[src/sv/nv21_pkg.sv]
// Shared constants, types and helpers for the NV21 block to RGBA converter.
// No dependencies; every other file imports this package.
package nv21_pkg;

  localparam int MAX_WIDTH  = 4096;
  localparam int MAX_HEIGHT = 4096;

  localparam int LUMA_W  = 8;
  localparam int SIZE_W  = 13;
  localparam int COUNT_W = 11;
  localparam int DEST_W  = 12;
  localparam int RGBA_W  = 32;
  localparam int LANES   = 4;

  // 16.16 sums of the BT.601 terms stay within +-2^26
  localparam int SUM_W  = 27;
  localparam int COEF_W = 19;
  localparam int DIFF_W = 10;

  localparam logic signed [COEF_W-1:0] COEF_Y  = 19'sd76309;
  localparam logic signed [COEF_W-1:0] COEF_RV = 19'sd104597;
  localparam logic signed [COEF_W-1:0] COEF_GU = 19'sd25675;
  localparam logic signed [COEF_W-1:0] COEF_GV = 19'sd53279;
  localparam logic signed [COEF_W-1:0] COEF_BU = 19'sd132201;
  localparam logic signed [DIFF_W-1:0] LUMA_OFFSET   = 10'sd16;
  localparam logic signed [DIFF_W-1:0] CHROMA_OFFSET = 10'sd128;
  localparam logic [7:0] ALPHA = 8'd255;

  localparam logic [SIZE_W-1:0] WIDTH_RESET  = 13'd640;
  localparam logic [SIZE_W-1:0] HEIGHT_RESET = 13'd480;
  localparam logic [SIZE_W-1:0] SIZE_MIN     = 13'd2;

  localparam int QUEUE_DEPTH = 4;
  localparam int PTR_W       = $clog2(QUEUE_DEPTH);
  localparam int QCNT_W      = $clog2(QUEUE_DEPTH + 1);

  localparam int CFG_IDX_W = 2;
  typedef enum logic [CFG_IDX_W-1:0] {
    CFG_FRAME_WIDTH  = 2'd0,
    CFG_FRAME_HEIGHT = 2'd1,
    CFG_MIRROR       = 2'd2
  } cfg_reg_t;

  typedef struct packed {
    logic [DEST_W-1:0] dest_row;
    logic [DEST_W-1:0] dest_col;
    logic              frame_done;
    logic              mirror;
  } pos_t;

  typedef struct packed {
    logic signed [SUM_W-1:0] rv;
    logic signed [SUM_W-1:0] gu;
    logic signed [SUM_W-1:0] gv;
    logic signed [SUM_W-1:0] bu;
  } chroma_t;

  typedef struct packed {
    logic [DEST_W-1:0] dest_row;
    logic [DEST_W-1:0] dest_col;
    logic [RGBA_W-1:0] upper_left_rgba;
    logic [RGBA_W-1:0] upper_right_rgba;
    logic [RGBA_W-1:0] lower_left_rgba;
    logic [RGBA_W-1:0] lower_right_rgba;
    logic              frame_done;
  } result_t;

  // floor(s / 65536), saturated to 0..255
  function automatic logic [7:0] clip_channel(input logic signed [SUM_W-1:0] s);
    logic [7:0] c;
    if (s[SUM_W-1]) begin
      c = 8'd0;
    end else if (|s[SUM_W-2:24]) begin
      c = 8'd255;
    end else begin
      c = s[23:16];
    end
    return c;
  endfunction

  // clamp to 2..maxv, then clear the low bit
  function automatic logic [SIZE_W-1:0] effective_size(input logic [SIZE_W-1:0] v,
                                                       input logic [SIZE_W-1:0] maxv);
    logic [SIZE_W-1:0] c;
    c = v;
    if (c < SIZE_MIN) c = SIZE_MIN;
    if (c > maxv) c = maxv;
    return {c[SIZE_W-1:1], 1'b0};
  endfunction

endpackage

[src/sv/nv21_merge.sv]
// Merges the four lane pixels with the block position, swapping left and right
// when mirrored, into a small result queue toward the output channel. Uses nv21_pkg.
module nv21_merge import nv21_pkg::*; (
  input  logic                         clk,
  input  logic                         rst_n,
  input  logic                         wr_valid,
  input  pos_t                         pos,
  input  logic [LANES-1:0][RGBA_W-1:0] pixels,
  input  logic                         rd_ready,
  output logic                         rd_valid,
  output result_t                      rd_data,
  output logic [QCNT_W-1:0]            count
);

  result_t            queue_r [QUEUE_DEPTH];
  result_t            entry;
  logic [PTR_W-1:0]   wr_ptr_r, rd_ptr_r;
  logic [QCNT_W-1:0]  count_r, count_nxt;
  logic               rd_fire;

  always_comb begin
    entry.dest_row   = pos.dest_row;
    entry.dest_col   = pos.dest_col;
    entry.frame_done = pos.frame_done;
    if (pos.mirror) begin
      entry.upper_left_rgba  = pixels[1];
      entry.upper_right_rgba = pixels[0];
      entry.lower_left_rgba  = pixels[3];
      entry.lower_right_rgba = pixels[2];
    end else begin
      entry.upper_left_rgba  = pixels[0];
      entry.upper_right_rgba = pixels[1];
      entry.lower_left_rgba  = pixels[2];
      entry.lower_right_rgba = pixels[3];
    end
  end

  assign rd_valid = (count_r != '0);
  assign rd_fire  = rd_valid && rd_ready;
  assign rd_data  = queue_r[rd_ptr_r];
  assign count    = count_r;

  always_comb begin
    count_nxt = count_r;
    if (wr_valid && !rd_fire) count_nxt = count_r + 1'b1;
    if (!wr_valid && rd_fire) count_nxt = count_r - 1'b1;
  end

  always_ff @(posedge clk) begin
    if (wr_valid) queue_r[wr_ptr_r] <= entry;
  end

  always_ff @(posedge clk) begin
    if (!rst_n) begin
      wr_ptr_r <= '0;
      rd_ptr_r <= '0;
      count_r  <= '0;
    end else begin
      if (wr_valid) wr_ptr_r <= wr_ptr_r + 1'b1;
      if (rd_fire)  rd_ptr_r <= rd_ptr_r + 1'b1;
      count_r <= count_nxt;
    end
  end

endmodule

[config.mk]
export PLATFORM = sky130hd
export DESIGN_NAME = nv21_merge
export DESIGN_NICKNAME = d
export VERILOG_FILES = /design/src/sv/nv21_pkg.sv /design/src/sv/nv21_merge.sv
export SDC_FILE = /design/constraint.sdc
export NUM_CORES = 1
export LEC_CHECK = 0
export ABC_AREA = 1
export BUFFER_PORTS_ARGS = -buffer_cell sky130_fd_sc_hd__buf_2
export CAP_MARGIN = 15
export CORE_UTILIZATION = 40
export DETAILED_ROUTE_END_ITERATION = 10
export PLACE_DENSITY = 0.58
export SLEW_MARGIN = 10
export SYNTH_ARGS = -nofsm -noshare
export SYNTH_HDL_FRONTEND = slang
export SYNTH_SLANG_ARGS = --single-unit
[constraint.sdc]
create_clock -name clk -period 11.5 [get_ports clk]
set_input_delay 1.15 -clock clk [delete_from_list [all_inputs] [get_ports clk]]
set_output_delay 1.15 -clock clk [all_outputs]
set_load 0.1 [all_outputs]
==> summary.txt <==
Run status
  – Status: finished clean

Global route
  – Total Routing Usage GR: 0.191
  – Vias in the first global route: 14900
  – First-pass GRT wire length: 90400 um
  – Initial antenna violation count: 4
  – Grt ovf: 0
  – Largest net degree at the start of global routing: 141

Timing
  – Highest clock rate: 188 MHz
  – Slew HR: 0.325
  – Final period util: 0.463
  – Post-route setup TNS: 0 ns
  – Min setup slack post-route: 6.18 ns
  – Worst clock skew: 0.0232 ns
  – Final setup vio count: 0
  – Final hold slack: 0.511 ns
  – Max Slew Vio Count: 0
  – Hold Vio Cnt, Final: 0
  – Slew @ Worst Pin: slightly above 1 ns
  – RSZ-0062 raised after global routing: no
  – Period minus WS final: 5.32 ns

Detailed routing
  – Total Routed Length: around 61000 um
  – Via/cell ratio: 5.27
  – DRT Pass-1 Iters: 5
  – Via count: 15800
  – DRC viols: 0
  – Wirelength per Cell: 20.3 um
  – Post-route ant nets: 0
  – Starting DRT DRC Count: 1124

Setup path
  – Crit path launch type: flop
  – Endpoint class of the critical path: output pin
  – Worst path max stage delay: roughly 0.86 ns
  – CP cell instances: buf_4 -> buf_4 -> o21ai_0 -> o22ai_1 -> buf_2
  – CP required: 10.35 ns
  – Crit Path Class: flop to output pin
  – Arr. time, crit path: roughly 4.2 ns
  – Crit Path Max Fanout: 98
  – CP dominant cell by count: buf_4
  – Max stage delay cell, worst path: buf_4

Yosys
  – Netlist Area Pre-Place: 24600 sq um
  – Post-Syn Instances: 1892
  – Seq cells post-synth: around 620
  – Number of synthesized flops with an enable pin: approximately 610
  – Yosys warns: 0
  – Register area share after synthesis: 0.753
  – Main synth FF type: edfxtp_1
  – Avg Cell Area, Syn: 13.0 sq um
  – FFs w/ async S/R, synth: 0
  – Distinct cell type count after synthesis: 21
  – Mapped Nets: 2056

Cells and area
  – Core Util, Final: 0.472
  – Fill cells: roughly 5500
  – Area grow syn2layout: 16.0%
  – Layout Nets: between 2000 and 2500
  – Layout cells sized above 1: 0.190

Die
  – Full die area: 62600 sq um
  – # IOs: 315
  – Core Area: 60600 sq um
  – Die Wd: 250 um
  – FP Rows: 90
  – Starting Density: 0.407
  – Die height: 250 um

Run
  – Max Cap Violations: 0

Clock network
  – CTS tree: done
  – CTS Buf Count: 66
  – Post-CTS Resized: 0
  – Root Driver: clkbuf_16
  – Clk Latency, worst-skew pair: about 0.60 ns
  – Htree depth: 3
  – Post-CTS Hold Buffers: 0
  – Maximum clock path buffer count: 3
  – Num Clock Sinks: just over 600
  – Clock slew at reported path FFs: ~0.06 ns
  – Post-CTS setup buffer count: 0

Placed design
  – Dpl ws: around 6.8 ns
  – IO Port Bufs: 314
  – Post-DP HPWL: 34700 um
  – Routability cong.: 0.800

Hold path
  – Type of the worst min-delay path: flop to flop

Power and ir drop
  – Power Density: 242 nW/um^2
  – Cell leakage power: 0.0102 uW
  – Maximum VDD drop: 0.216 mV
  – Post-route total power: 6910 uW
## layout make-up
type	count	area [sq um]	share of cell area
flip-flops and latches	621	18600	0.650
multi-input cells	1060	4980	0.174
clock buffers	90	1780	0.0624
repair buffers	332	1710	0.0599
well taps	782	978	0.0342
inverters	83	342	0.0120
clock inverters	29	218	0.00762
diodes	1	2.50	0.0000876
## cells in the mapped netlist (2+ instances only)
cell type | instances | area [sq um]
inv_1 | 81 | 304
dfxtp_1 | 9 | 180
clkbuf_1 | 48 | 180
buf_6 | 26 | 293
ha_1 | 5 | 62.6
clkbuf_2 | 2 | 10.0
o21ai_1 | 20 | 100
buf_8 | 2 | 30.0
o21ai_0 | 354 | 1770
buf_2 | 43 | 215
buf_4 | 6 | 45.0
a21oi_1 | 69 | 345
edfxtp_1 | 612 | 18400
nand3_1 | 3 | 15.0
nor2_1 | 376 | 1410
nand2_1 | 79 | 297
o22ai_1 | 153 | 957
## where the power goes
part           total, uW  switching, uW  leakage (uW)  internal, uW
Combinational       2280           1980       0.00352           308
Clock               1980            840      0.000964          1140
Sequential          2650           38.0       0.00569          2620
Total               6910           2850        0.0102          4060
## per-stage QoR
| stage | cells | area (sq um) |
|---|---|---|
| 6_report | 2998 | 28600 |
| 5_1_grt | 2998 | 28600 |
| 4_1_cts | 2997 | 28600 |
| 3_5_place_dp | 2878 | 26600 |
| 3_3_place_gp | 2878 | 26600 |
| 2_1_floorplan | 1892 | 24600 |
## routing by layer
| layer | wire length (um) | global-route usage | vias to the layer above |
|---|---|---|---|
| met2 | 28900 | 0.305 | 434 |
| met4 | 1610 | 0.0642 | 6 |
| li1 | - | - | 7470 |
| met3 | 3490 | 0.0393 | 95 |
| met5 | 34 | 0 | - |
| met1 | 26800 | 0.260 | 7802 |
## cell usage in the layout (no fill, tap or decap), drive strengths merged
cell,count
o22ai,153
buf,332
inv,85
clkbuf,90
nand3,3
nor2,376
ha,5
dfxtp,9
clkinv,24
o21ai,374
a21oi,69
bufinv,2
clkinvlp,1
edfxtp,612
nand2,79
fa,1
diode,1
## registers in the layout, indices dropped and copies added (netlist names), named ones only
register,count
queue_r,612
count,3
rd_ptr_r,2
wr_ptr_r,2
## critical path, delay by kind of cell (launching register included)
kind                   cells  cell delay, ns
flip-flops                 1            0.67
buffers and inverters      3            2.16
AO/OA/AOI/OAI              2            0.60
## cell families after synthesis
logic type,count (synthesis),synth area share
flip-flops,621,0.753
AO/OA/AOI/OAI,596,0.129
adder cells (fa/ha/maj),6,0.00335
buffers and inverters,211,0.0451
AND/OR/NAND/NOR,458,0.0699
## worst paths after layout
| check | from | end | slack, ns | depth (start not counted) |
|---|---|---|---|---|
| min | rd_ptr_r[1] | flop | 0.51 | 2 |
| max | flop | rd_data[24] | 6.18 | 5 |
| min reg2reg | rd_ptr_r[1] | flop | 0.51 | 2 |
| max reg2reg | wr_ptr_r[1] | queue_r[1][38] | 8.96 | 5 |
No activity file was read; power rests on OpenSTA's default activity.
