`src/sv/nv21_pkg.sv`:
```
// Shared constants, types and helpers for the NV21 block to RGBA converter.
// No dependencies; every other file imports this package.
package nv21_pkg;

  localparam int MAX_WIDTH  = 4096;
  localparam int MAX_HEIGHT = 4096;

  localparam int LUMA_W  = 8;
  localparam int SIZE_W  = 13;
  localparam int COUNT_W = 11;
  localparam int DEST_W  = 12;
  localparam int RGBA_W  = 32;
  localparam int LANES   = 4;

  // 16.16 sums of the BT.601 terms stay within +-2^26
  localparam int SUM_W  = 27;
  localparam int COEF_W = 19;
  localparam int DIFF_W = 10;

  localparam logic signed [COEF_W-1:0] COEF_Y  = 19'sd76309;
  localparam logic signed [COEF_W-1:0] COEF_RV = 19'sd104597;
  localparam logic signed [COEF_W-1:0] COEF_GU = 19'sd25675;
  localparam logic signed [COEF_W-1:0] COEF_GV = 19'sd53279;
  localparam logic signed [COEF_W-1:0] COEF_BU = 19'sd132201;
  localparam logic signed [DIFF_W-1:0] LUMA_OFFSET   = 10'sd16;
  localparam logic signed [DIFF_W-1:0] CHROMA_OFFSET = 10'sd128;
  localparam logic [7:0] ALPHA = 8'd255;

  localparam logic [SIZE_W-1:0] WIDTH_RESET  = 13'd640;
  localparam logic [SIZE_W-1:0] HEIGHT_RESET = 13'd480;
  localparam logic [SIZE_W-1:0] SIZE_MIN     = 13'd2;

  localparam int QUEUE_DEPTH = 4;
  localparam int PTR_W       = $clog2(QUEUE_DEPTH);
  localparam int QCNT_W      = $clog2(QUEUE_DEPTH + 1);

  localparam int CFG_IDX_W = 2;
  typedef enum logic [CFG_IDX_W-1:0] {
    CFG_FRAME_WIDTH  = 2'd0,
    CFG_FRAME_HEIGHT = 2'd1,
    CFG_MIRROR       = 2'd2
  } cfg_reg_t;

  typedef struct packed {
    logic [DEST_W-1:0] dest_row;
    logic [DEST_W-1:0] dest_col;
    logic              frame_done;
    logic              mirror;
  } pos_t;

  typedef struct packed {
    logic signed [SUM_W-1:0] rv;
    logic signed [SUM_W-1:0] gu;
    logic signed [SUM_W-1:0] gv;
    logic signed [SUM_W-1:0] bu;
  } chroma_t;

  typedef struct packed {
    logic [DEST_W-1:0] dest_row;
    logic [DEST_W-1:0] dest_col;
    logic [RGBA_W-1:0] upper_left_rgba;
    logic [RGBA_W-1:0] upper_right_rgba;
    logic [RGBA_W-1:0] lower_left_rgba;
    logic [RGBA_W-1:0] lower_right_rgba;
    logic              frame_done;
  } result_t;

  // floor(s / 65536), saturated to 0..255
  function automatic logic [7:0] clip_channel(input logic signed [SUM_W-1:0] s);
    logic [7:0] c;
    if (s[SUM_W-1]) begin
      c = 8'd0;
    end else if (|s[SUM_W-2:24]) begin
      c = 8'd255;
    end else begin
      c = s[23:16];
    end
    return c;
  endfunction

  // clamp to 2..maxv, then clear the low bit
  function automatic logic [SIZE_W-1:0] effective_size(input logic [SIZE_W-1:0] v,
                                                       input logic [SIZE_W-1:0] maxv);
    logic [SIZE_W-1:0] c;
    c = v;
    if (c < SIZE_MIN) c = SIZE_MIN;
    if (c > maxv) c = maxv;
    return {c[SIZE_W-1:1], 1'b0};
  endfunction

endpackage

```
`src/sv/nv21_ctrl.sv`:
```
// Configuration registers and block row/column counters.
// Produces the destination position of the block being accepted. Uses nv21_pkg.
module nv21_ctrl import nv21_pkg::*; (
  input  logic                 clk,
  input  logic                 rst_n,
  input  logic                 cfg_we,
  input  logic [CFG_IDX_W-1:0] cfg_index,
  input  logic [SIZE_W-1:0]    cfg_data,
  input  logic                 advance,
  output pos_t                 pos
);

  logic [SIZE_W-1:0]  frame_width_r, frame_height_r;
  logic               mirror_enable_r;
  logic [COUNT_W-1:0] block_column_r, block_column_nxt;
  logic [COUNT_W-1:0] block_row_r, block_row_nxt;

  logic [SIZE_W-1:0]  eff_w, eff_h;
  logic [COUNT_W-1:0] last_col, last_row, col, row;
  logic [SIZE_W-1:0]  mirror_col;

  always_ff @(posedge clk) begin
    if (!rst_n) begin
      frame_width_r   <= WIDTH_RESET;
      frame_height_r  <= HEIGHT_RESET;
      mirror_enable_r <= 1'b0;
    end else if (cfg_we) begin
      case (cfg_index)
        CFG_FRAME_WIDTH:  frame_width_r   <= cfg_data;
        CFG_FRAME_HEIGHT: frame_height_r  <= cfg_data;
        CFG_MIRROR:       mirror_enable_r <= cfg_data[0];
        default:          ;
      endcase
    end
  end

  always_comb begin
    eff_w    = effective_size(frame_width_r, SIZE_W'(MAX_WIDTH));
    eff_h    = effective_size(frame_height_r, SIZE_W'(MAX_HEIGHT));
    last_col = COUNT_W'(eff_w[SIZE_W-1:1] - 1'b1);
    last_row = COUNT_W'(eff_h[SIZE_W-1:1] - 1'b1);
    // a counter left beyond a shrunken frame sits on the last block
    col = (block_column_r > last_col) ? last_col : block_column_r;
    row = (block_row_r > last_row) ? last_row : block_row_r;
    mirror_col = eff_w - SIZE_W'(2) - SIZE_W'({col, 1'b0});

    pos.dest_row   = {row, 1'b0};
    pos.dest_col   = mirror_enable_r ? mirror_col[DEST_W-1:0] : {col, 1'b0};
    pos.frame_done = (col == last_col) && (row == last_row);
    pos.mirror     = mirror_enable_r;

    if (col >= last_col) begin
      block_column_nxt = '0;
      block_row_nxt    = (row >= last_row) ? '0 : row + 1'b1;
    end else begin
      block_column_nxt = col + 1'b1;
      block_row_nxt    = row;
    end
  end

  always_ff @(posedge clk) begin
    if (!rst_n) begin
      block_column_r <= '0;
      block_row_r    <= '0;
    end else if (advance) begin
      block_column_r <= block_column_nxt;
      block_row_r    <= block_row_nxt;
    end
  end

endmodule

```
`config.mk`:
```
export PLATFORM = sky130hd
export DESIGN_NAME = nv21_ctrl
export DESIGN_NICKNAME = d
export VERILOG_FILES = /design/src/sv/nv21_pkg.sv /design/src/sv/nv21_ctrl.sv
export SDC_FILE = /design/constraint.sdc
export NUM_CORES = 1
export LEC_CHECK = 0
export BUFFER_PORTS_ARGS = -buffer_cell sky130_fd_sc_hd__buf_2
export CORE_AREA = 2 2 117 119
export DETAILED_ROUTE_END_ITERATION = 12
export DIE_AREA = 0 0 119 121
export PLACE_DENSITY = 0.69
export SLEW_MARGIN = 15
export SYNTH_ARGS = -nofsm -noshare
export SYNTH_HDL_FRONTEND = slang
export SYNTH_SLANG_ARGS = --single-unit
```
`constraint.sdc`:
```
create_clock -name clk -period 5.7 [get_ports clk]
set_clock_uncertainty 0.15 [all_clocks]
set_input_delay 0.285 -clock clk [delete_from_list [all_inputs] [get_ports clk]]
set_output_delay 0.285 -clock clk [all_outputs]
set_load 0.05 [all_outputs]
```
==> impl_metrics.json <==
{
  "synth_seq_area_share_pct": 19.13,
  "grt_pass1_vias": 5161,
  "syn_to_final_growth_pct": 40.33,
  "cp-startpoint": "frame_width_r[3]",
  "yosysMostFrequentCell": "nand2_1",
  "tightest_slew_ns": 1.153,
  "chipWidth_um": 119,
  "grt_usage_pct": 21.05,
  "critPathMaxFanout": 8,
  "syn_inst": 685,
  "slowest_delay_ns": 0.39,
  "dieArea_mm2": 0.01440,
  "antenna_left": 0,
  "clock-sinks": 49,
  "r2r-start": "frame_height_r[7]",
  "syn_avg_cell_area_um2": 7.487,
  "rsz0062_at_grt": "yes",
  "routed_via_density": 5.329,
  "gp_congestion": 0.9213,
  "grt-ovfl-total": 0,
  "nFillCells": 1186,
  "antenna_found_initial": 0,
  "diodes": 0,
  "synth.distinct_cells": 79,
  "core-area_mm2": 0.01309,
  "synthTopCellsByArea": "dfxtp_1 (19%), ha_1 (13%), nand2_1 (8.3%)",
  "leakagePower_nw": 3.227,
  "setup_ws_ns": -0.3840,
  "routed_wl_um": 15560,
  "setup_violations": 5,
  "ys_warn_count": 0,
  "first_iter_violations": 306,
  "cp-start-kind": "flip-flop",
  "status": "complete, but fails checks",
  "cap_violations": 0,
  "async_reset_ff_share_pct": 0,
  "irDropWorstVdd_uv": 144.7,
  "dp.cells": 989,
  "path_clk_slew_ns": 0.07,
  "initial_core_util_pct": 39.19,
  "root_buffer": "clkbuf_16",
  "cts_tree": "done",
  "ys_ff_latch": 49,
  "drt_pass1_iterations": 5,
  "end_kind": "output pin",
  "yosysTopAreaCell": "dfxtp_1",
  "worst_ep_required_time_ns": 5.27,
  "post-route-period-util_pct": 106.7,
  "hpwl_um": 11900,
  "min_period_ns": 6.084,
  "place_ws_ns": -0.2899,
  "row_count": 42,
  "grt_max_degree": 34,
  "finalNetCount": 912,
  "synth-main-ff-cell": "dfxtp_1",
  "die_y_um": 121,
  "hp-start": "cfg_data[9]",
  "io_buffers": 42,
  "grt_pass1_wl_um": 24890,
  "crit_arrival_ns": 5.65,
  "stdcell_count": 1014,
  "htree_num_levels": 2,
  "hold_viol": 0,
  "drive_gt1_share_pct": 35.56,
  "wl_per_cell_um": 15.35,
  "path_class": "reg -> out",
  "cts_buffers": 5,
  "violations": "setup timing",
  "fmax_ghz": 0.1644,
  "power_density_mw_per_mm2": 143.4,
  "drv_slew": 0,
  "io_pins": 45,
  "clk_latency_ns": 0.30,
  "yosys.area.top_type_share_pct": 19.13,
  "hold_path_class": "in -> reg",
  "vias": 5404,
  "maxSlewHeadroom_pct": 22.83,
  "syn_area_mm2": 0.005129,
  "crit_slowest_cell": "or3_4",
  "synth_edf_count": 0,
  "synth_common_cells": "nand2_1 (113), inv_1 (60), ha_1 (55)",
  "clock_path_buffers": 2,
  "drc": 0
}
[path summary, 6_finish.rpt]
check	slack (ns)	depth (start not counted)	endpoint
max	-0.38	30	pos[13]
min	0.08	3	frame_width_r[9]
max reg2reg	0.14	30	block_row_r[2]
min reg2reg	0.35	2	frame_height_r[0]
[layout by cell type, fill, tap and decap left out, types with 11 or more instances in the layout]
master / instances
buf_4: 121
ha_4: 11
buf_6: 11
ha_1: 43
inv_1: 53
nand2_1: 109
a21oi_1: 20
and3_1: 12
mux2i_1: 15
a21boi_0: 21
dfxtp_1: 41
a21oi_2: 13
buf_2: 34
xnor2_1: 23
o21ai_1: 12
o21ai_2: 12
o21ai_0: 13
nand3_1: 30
nand4_1: 11
nor2_1: 34
[critical path, delay by kind of cell, from the launching register on]
family	cells	cell delay (ns)
buffers and inverters	4	0.42
muxes	1	0.19
AOI/OAI and AO/OA	13	1.80
DFF	1	0.32
xor gates and xnor gates	3	0.42
and+or+nand+nor	6	1.42
adders and majority gates	3	0.78
[per-layer routing]
metal  track usage, %  share of wire [%]  vias to the layer above
met2            34.59                 47                      147
li1                 -                  -                     2731
met1            29.05                 46                     2493
met4            6.101                2.2                        0
met5                0                  0                        -
met3            2.444                4.7                       33
[state kept, by name (all words and copies together) (netlist names)]
name,count
frame_height_r,13
frame_width_r,13
block_column_r,11
block_row_r,11
mirror_enable_r,1
[kinds of logic after synthesis]
group / count (synthesis) / synth area share (%)
xor gates and xnor gates: 35 / 5.977
other: 1 / 0.07312
and+or+nand+nor: 266 / 25.42
buffers and inverters: 84 / 6.831
DFF: 49 / 19.13
AOI/OAI and AO/OA: 167 / 23.15
muxes: 27 / 5.611
adders and majority gates: 56 / 13.81
[repair_timing]
item / 4_1_cts / 5_1_grt
hold buffers: 0 / 0
endpoints found under the setup margin: 20 / 30
setup buffers: 8 / 10
gates resized for setup: 29 / 76
pin swaps: 19 / 64
[metrics by stage]
stage	util, %	total power [mW]	instance area, um2	TNS (ns)	hold WS (ns)
floorplan	-	0.5563	5334	-2.692	0.2590
global route	55.00	1.084	7197	-4.149	0.09648
CTS	51.93	1.004	6795	-0.8442	0.08347
finish	55.00	1.032	7197	-1.160	0.08087
detailed placement	49.28	0.6678	6449	-0.7417	0.3243
global placement	49.28	0.6636	6449	-0.2557	0.3211
[report_power, final]
| group | switching [mW] | internal, mW |
|---|---|---|
| Combinational | 0.188 | 0.165 |
| Sequential | 0.0106 | 0.351 |
| Clock | 0.149 | 0.169 |
| Total | 0.348 | 0.684 |
[cell type report]
type	instances	area, um2	share of cell area [%]
Multi-Input combinational cell	553	4378	60.83
Timing Repair Buffer	167	1222	16.99
Sequential cell	49	991.0	13.77
Inverter	61	231.5	3.216
Tap cell	176	220.2	3.060
Clock buffer	5	125.1	1.739
Clock inverter	3	28.78	0.3999
(Power assumes the default switching activity.)
